[config.mk]
export PLATFORM = sky130hd
export DESIGN_NAME = bzb_eval
export DESIGN_NICKNAME = d
export VERILOG_FILES = /design/src/rtl/bzb_pkg.sv /design/src/rtl/bzb_eval.sv
export SDC_FILE = /design/constraint.sdc
export NUM_CORES = 2
export LEC_CHECK = 0
export ABC_AREA = 0
export CAP_MARGIN = 20
export CORE_UTILIZATION = 60
export CTS_CLUSTER_SIZE = 25
export DETAILED_ROUTE_END_ITERATION = 16
export DONT_BUFFER_PORTS = 1
export PLACE_DENSITY = 0.78
export SYNTH_ARGS = -nofsm -noshare
export SYNTH_HDL_FRONTEND = slang
export SYNTH_SLANG_ARGS = --single-unit
export TNS_END_PERCENT = 30
[constraint.sdc]
create_clock -name clk -period 6 [get_ports clk]
set_input_delay 0.6 -clock clk [delete_from_list [all_inputs] [get_ports clk]]
set_output_delay 0.6 -clock clk [all_outputs]
set_load 0.02 [all_outputs]
[src/rtl/bzb_pkg.sv]
// Shared types, constants and helpers for the Bezier easing bisection core.
// No dependencies; imported by bzb_eval and bezier_easing_bisection_core.
package bzb_pkg;

	// number of bisection steps (1..15)
	localparam int BISECT_STEPS = 8;

	localparam logic [15:0] T_HALF  = 16'h8000;   // t = 0.5 in Q0.16
	localparam logic [15:0] Q15_ONE = 16'h8000;   // 1.0 in Q1.15

	// tolerance 3*2^-15 at the Bx scale of 127*2^48
	localparam logic [55:0] TOL_SCALED = 56'd381 << 33;
	// half an output LSB at the By scale, for round-half-up
	localparam logic [54:0] RND_BIAS   = 55'd127 << 32;
	// floor(2^29 / 127), for the divide by 127 after the 2^33 shift
	localparam logic [22:0] RECIP_127  = 23'd4227330;

	// Bezier expanded in T: inner = k0*2^32 + k1*T*2^16 + k2*T^2, B = inner*T
	typedef struct packed {
		logic        [8:0]  k0;   // 3*c1
		logic signed [10:0] k1;   // 3*c2 - 6*c1
		logic signed [9:0]  k2;   // 3*c1 - 3*c2 + 127
	} bzb_coef_t;

	typedef struct packed {
		bzb_coef_t   cx;
		bzb_coef_t   cy;
		logic [21:0] tgt;   // saturated x * 127, target = tgt << 33
		logic        done;  // search has stopped early
	} bzb_ctx_t;

	function automatic bzb_coef_t make_coef(input logic [6:0] c1, input logic [6:0] c2);
		bzb_coef_t   k;
		logic [10:0] c1w;
		logic [10:0] c2w;
		logic [10:0] k2w;
		c1w  = {4'b0000, c1};
		c2w  = {4'b0000, c2};
		k2w  = c1w * 11'd3 - c2w * 11'd3 + 11'd127;
		k.k0 = c1w[8:0] * 9'd3;
		k.k1 = c2w * 11'd3 - c1w * 11'd6;
		k.k2 = k2w[9:0];
		return k;
	endfunction

endpackage

[src/rtl/bzb_eval.sv]
// Four-stage pipelined evaluation of one cubic Bezier coordinate at T.
// Depends on bzb_pkg for the coefficient and context types.
module bzb_eval (
	input  logic               clk,
	input  logic               arst_n,
	input  logic               en,
	input  logic               vld,
	input  logic [15:0]        t,
	input  bzb_pkg::bzb_coef_t coef,
	input  bzb_pkg::bzb_ctx_t  ctx,
	output logic               vld_out,
	output logic [15:0]        t_out,
	output logic [54:0]        bx,
	output bzb_pkg::bzb_ctx_t  ctx_out
);
	import bzb_pkg::*;

	logic        vld_s1, vld_s2, vld_s3, vld_s4;
	logic [15:0] t_s1, t_s2, t_s3, t_s4;
	bzb_coef_t   coef_s1, coef_s2;
	bzb_ctx_t    ctx_s1, ctx_s2, ctx_s3, ctx_s4;
	logic [31:0] sq_s1;
	logic signed [27:0] p1, p1_s2;
	logic signed [41:0] p2, p2_s2;
	logic [43:0] inner_w;
	logic [40:0] inner_s3;
	logic [56:0] prod;
	logic [54:0] bx_s4;

	always_comb begin
		p1      = $signed({1'b0, t_s1}) * $signed(coef_s1.k1);
		p2      = $signed({1'b0, sq_s1}) * $signed(coef_s1.k2);
		// inner is nonnegative and below 381*2^32
		inner_w = {3'b000, coef_s2.k0, 32'd0} + {p1_s2, 16'd0} + {{2{p2_s2[41]}}, p2_s2};
		prod    = inner_s3 * t_s3;
	end

	always_ff @(posedge clk or negedge arst_n) begin
		if (!arst_n) begin
			vld_s1 <= 1'b0;
			vld_s2 <= 1'b0;
			vld_s3 <= 1'b0;
			vld_s4 <= 1'b0;
		end else if (en) begin
			vld_s1 <= vld;
			vld_s2 <= vld_s1;
			vld_s3 <= vld_s2;
			vld_s4 <= vld_s3;
		end
	end

	always_ff @(posedge clk) begin
		if (en) begin
			t_s1     <= t;
			coef_s1  <= coef;
			ctx_s1   <= ctx;
			sq_s1    <= t * t;
			t_s2     <= t_s1;
			coef_s2  <= coef_s1;
			ctx_s2   <= ctx_s1;
			p1_s2    <= p1;
			p2_s2    <= p2;
			t_s3     <= t_s2;
			ctx_s3   <= ctx_s2;
			inner_s3 <= inner_w[40:0];
			t_s4     <= t_s3;
			ctx_s4   <= ctx_s3;
			bx_s4    <= prod[54:0];
		end
	end

	assign vld_out = vld_s4;
	assign t_out   = t_s4;
	assign bx      = bx_s4;
	assign ctx_out = ctx_s4;

endmodule

==> impl_metrics.toml <==
[floorplan]
core_mm2 = 0.104
die_y_um = 326
start_util_pct = 60.7
io_pins = 288
die_area_mm2 = 0.107
rows = 118
die-width_um = 326

[run_status]
outcome = "finished, violations left"
failed_checks = "slew limit, setup timing"

[drt]
wirelength_um = 150000
via_per_inst = 5.51
drt_iter0_drc = 3469
firstDrtPassIters = 6
drc = 0
num_vias = 41869
wl_per_cell_um = 19.7
drtAntennaViolNets = 0

[cts]
clk_latency_ns = 0.66
cts_tree = "built"
htree_levels = 3
cts_sinks = 631
path_clk_slew_ns = 0.06
numCtsBuffers = 69
cts_root_buf = "clkbuf_16"
clock_path_buffers = 3

[final_layout]
num-fill-cells = 7197
multi_input_area_mm2 = 0.0399
fin_cells = 7596
regArea_mm2 = 0.0189
antennaDiodeCount = 0
fin_nets = 7799
syn2layout_area_growth_pct = 14.7
drive_gt1_share_pct = 14.5

[place]
place_congestion = 0.943
portBuffers = 0
dp_hpwl_um = 114000
dp.cells = 7396

[worst_setup_path]
crit_arrival_ns = 7.05
cpMaxStageDelayCell = "fa_1"
cp-end-kind = "register"
path_max_fanout = 6
path_class = "reg2reg"
r2r_setup_slack_ns = -0.64
cp_common_cell = "fa_1"
worst_ep_required_time_ns = 6.41
critical_path.max_stage_delay_ns = 0.55
cp-start-kind = "register"

[sta]
whs_ns = 0.0486
fin_skew_ns = 0.0260
setup_viol = 31
final.period_utilization_pct = 111
max_freq_mhz = 151
slew_violations = 426
post-route-min-period_ns = 6.64
hold_violations = 0
setup_slack_ns = -0.643
worst_slew_pin_slew_ns = 2.40
slew_headroom_pct = -60.2
rsz0062_at_grt = "yes"
finalSetupTns_ns = -11.10

[yosys]
syn-instance-count = 5739
synth_ff_type = "edfxtp_1"
netlist_area_mm2 = 0.0631
synth-seq-area-share_pct = 30.0
synthArstFlopShare_pct = 0.634
yosys.area_share.xor_xnor_pct = 2.37
synth_top_family_by_area = "adder cells"
synth_edf_count = 627
synth_simple_gate_area_share_pct = 11.8
synthDistinctLibCells = 76
ys_ff_latch = 631
synth_mux_area_share_pct = 0.105
synth_compound_area_share_pct = 4.61
ys_warn_count = 0
synth_adder_area_share_pct = 42.5
syn_avg_cell_area_um2 = 11.0

[global_routing]
overflow = 0
grt_pass1_wl_um = 234000
antenna_found_initial = 8
grt_pass1_vias = 45419
grt_use_total_pct = 28.1
grt_max_degree = 632

[min_path]
min_path_type = "in2reg"

[run]
max-cap-violations = 0
## final timing paths
path / end / cells past startpoint / start
worst max-delay path: bx[54]$_DFFE_PP_ / 28 / t_s3[2]$_DFFE_PP_
worst min-delay path: ctx_s1[24]$_DFFE_PP_ / 0 / ctx[24]
worst max register to register: bx[54]$_DFFE_PP_ / 28 / t_s3[2]$_DFFE_PP_
worst min register to register: ctx_out[73]$_DFFE_PP_ / 0 / ctx_s3[73]$_DFFE_PP_
max in group asynchronous: vld_s2$_DFFE_PN0P_ / 1 / arst_n
min in group asynchronous: vld_out$_DFFE_PN0P_ / 1 / arst_n
## state kept, by name, summed over array words and instances (netlist names)
name      count
ctx_out      83
ctx_s1       83
ctx_s2       83
ctx_s3       83
bx           55
inner_s3     41
p2_s2        41
coef_s1      30
sq_s1        30
p1_s2        25
t_out        16
t_s1         16
t_s2         16
t_s3         16
coef_s2       9
vld_out       1
vld_s1        1
vld_s2        1
vld_s3        1
## Yosys cell counts (all sizes together) (5+ instances only)
cell    count  area share (%)
xor2       40            0.56
and3       16            0.16
o211ai      5           0.059
xnor2     131             1.8
o21bai     29            0.34
clkbuf    218             1.3
or2         6           0.059
nand2b     61            0.60
nor2b      20            0.20
o31ai       9            0.14
o21a       21            0.26
edfxtp    627              30
mux2        5           0.089
fa       1075              34
or3         7           0.069
a211oi     20            0.25
a21o       78            0.93
a21oi     139             1.1
o41ai       5           0.093
nand2     791             4.7
nor2      103            0.61
o21ai      70            0.56
a31oi       9            0.12
ha        425             8.4
nand3      26            0.21
nand4      16            0.16
and2      477             4.7
inv      1217             7.2
nor3       27            0.23
## logic make-up after synthesis
family	Yosys count
compound gates	434
xor+xnor	171
fa+ha+maj	1500
buf+inv	1437
flops	631
mux	6
other cells	2
simple gates	1558
## critical path, delay by kind of cell (launching register included)
family / cells / cell delay [ns]
DFF: 1 / 0.41
AOI/OAI and AO/OA: 6 / 1.16
buffers and inverters: 10 / 1.04
xor gates and xnor gates: 1 / 0.09
and+or+nand+nor: 4 / 0.32
adders and majority gates: 7 / 3.38
## metrics by stage
| step | utilization (%) | setup WS, ns | instance area, um^2 |
|---|---|---|---|
| after floorplan | - | -0.514 | 63200 |
| after global placement | 65.6 | -0.734 | 68200 |
| after detailed placement | 65.6 | -0.917 | 68200 |
| after CTS | 68.4 | -0.565 | 71100 |
| after global routing | 69.6 | -0.829 | 72400 |
| final | 69.6 | -0.643 | 72400 |
## area by class of cell
cell class	instances	area share (%)
inverters	1217	6.31
clock inverters	41	0.664
multi-input cells	3672	55.1
clock buffers	80	2.47
well taps	1380	2.39
flip-flops and latches	631	26.1
repair buffers	575	6.95
## placed cells by master, fill, tap and decap left out, types with 24 or more instances in the layout
cell / netlist / layout
a21o_1: 78 / 77
a21oi_1: 136 / 114
and2_1: 477 / 464
buf_12: 0 / 34
buf_4: 0 / 495
buf_6: 1 / 29
clkbuf_16: 0 / 77
edfxtp_1: 627 / 627
fa_1: 1075 / 1042
fa_2: 0 / 33
ha_1: 425 / 401
inv_1: 1217 / 1193
inv_2: 0 / 24
nand2_1: 791 / 776
nand2b_1: 61 / 61
nor2_1: 103 / 102
o21ai_0: 69 / 55
o21bai_1: 29 / 27
xnor2_1: 131 / 128
xor2_1: 40 / 38
## routing by layer
layer	share of wire (%)	GRT usage, %	vias up
met1	38	35.2	21170
met5	0.054	0	-
met2	50	48.8	1752
met3	7.8	5.63	422
met4	4.3	9.73	12
li1	-	-	18513
## what timing repair did
| action | in CTS | in global routing |
|---|---|---|
| endpoints found under the hold margin | 4 | 0 |
| buffers inserted | 20 | 55 |
| cloned | 1 | 10 |
| pin swaps | 41 | 91 |
| hold buffers | 1 | 0 |
| setup endpoints to repair | 46 | 59 |
| gates resized for setup | 113 | 168 |
Power is not shown: default switching activity piles up to over one toggle a cycle in this logic, so the estimate is an artifact.
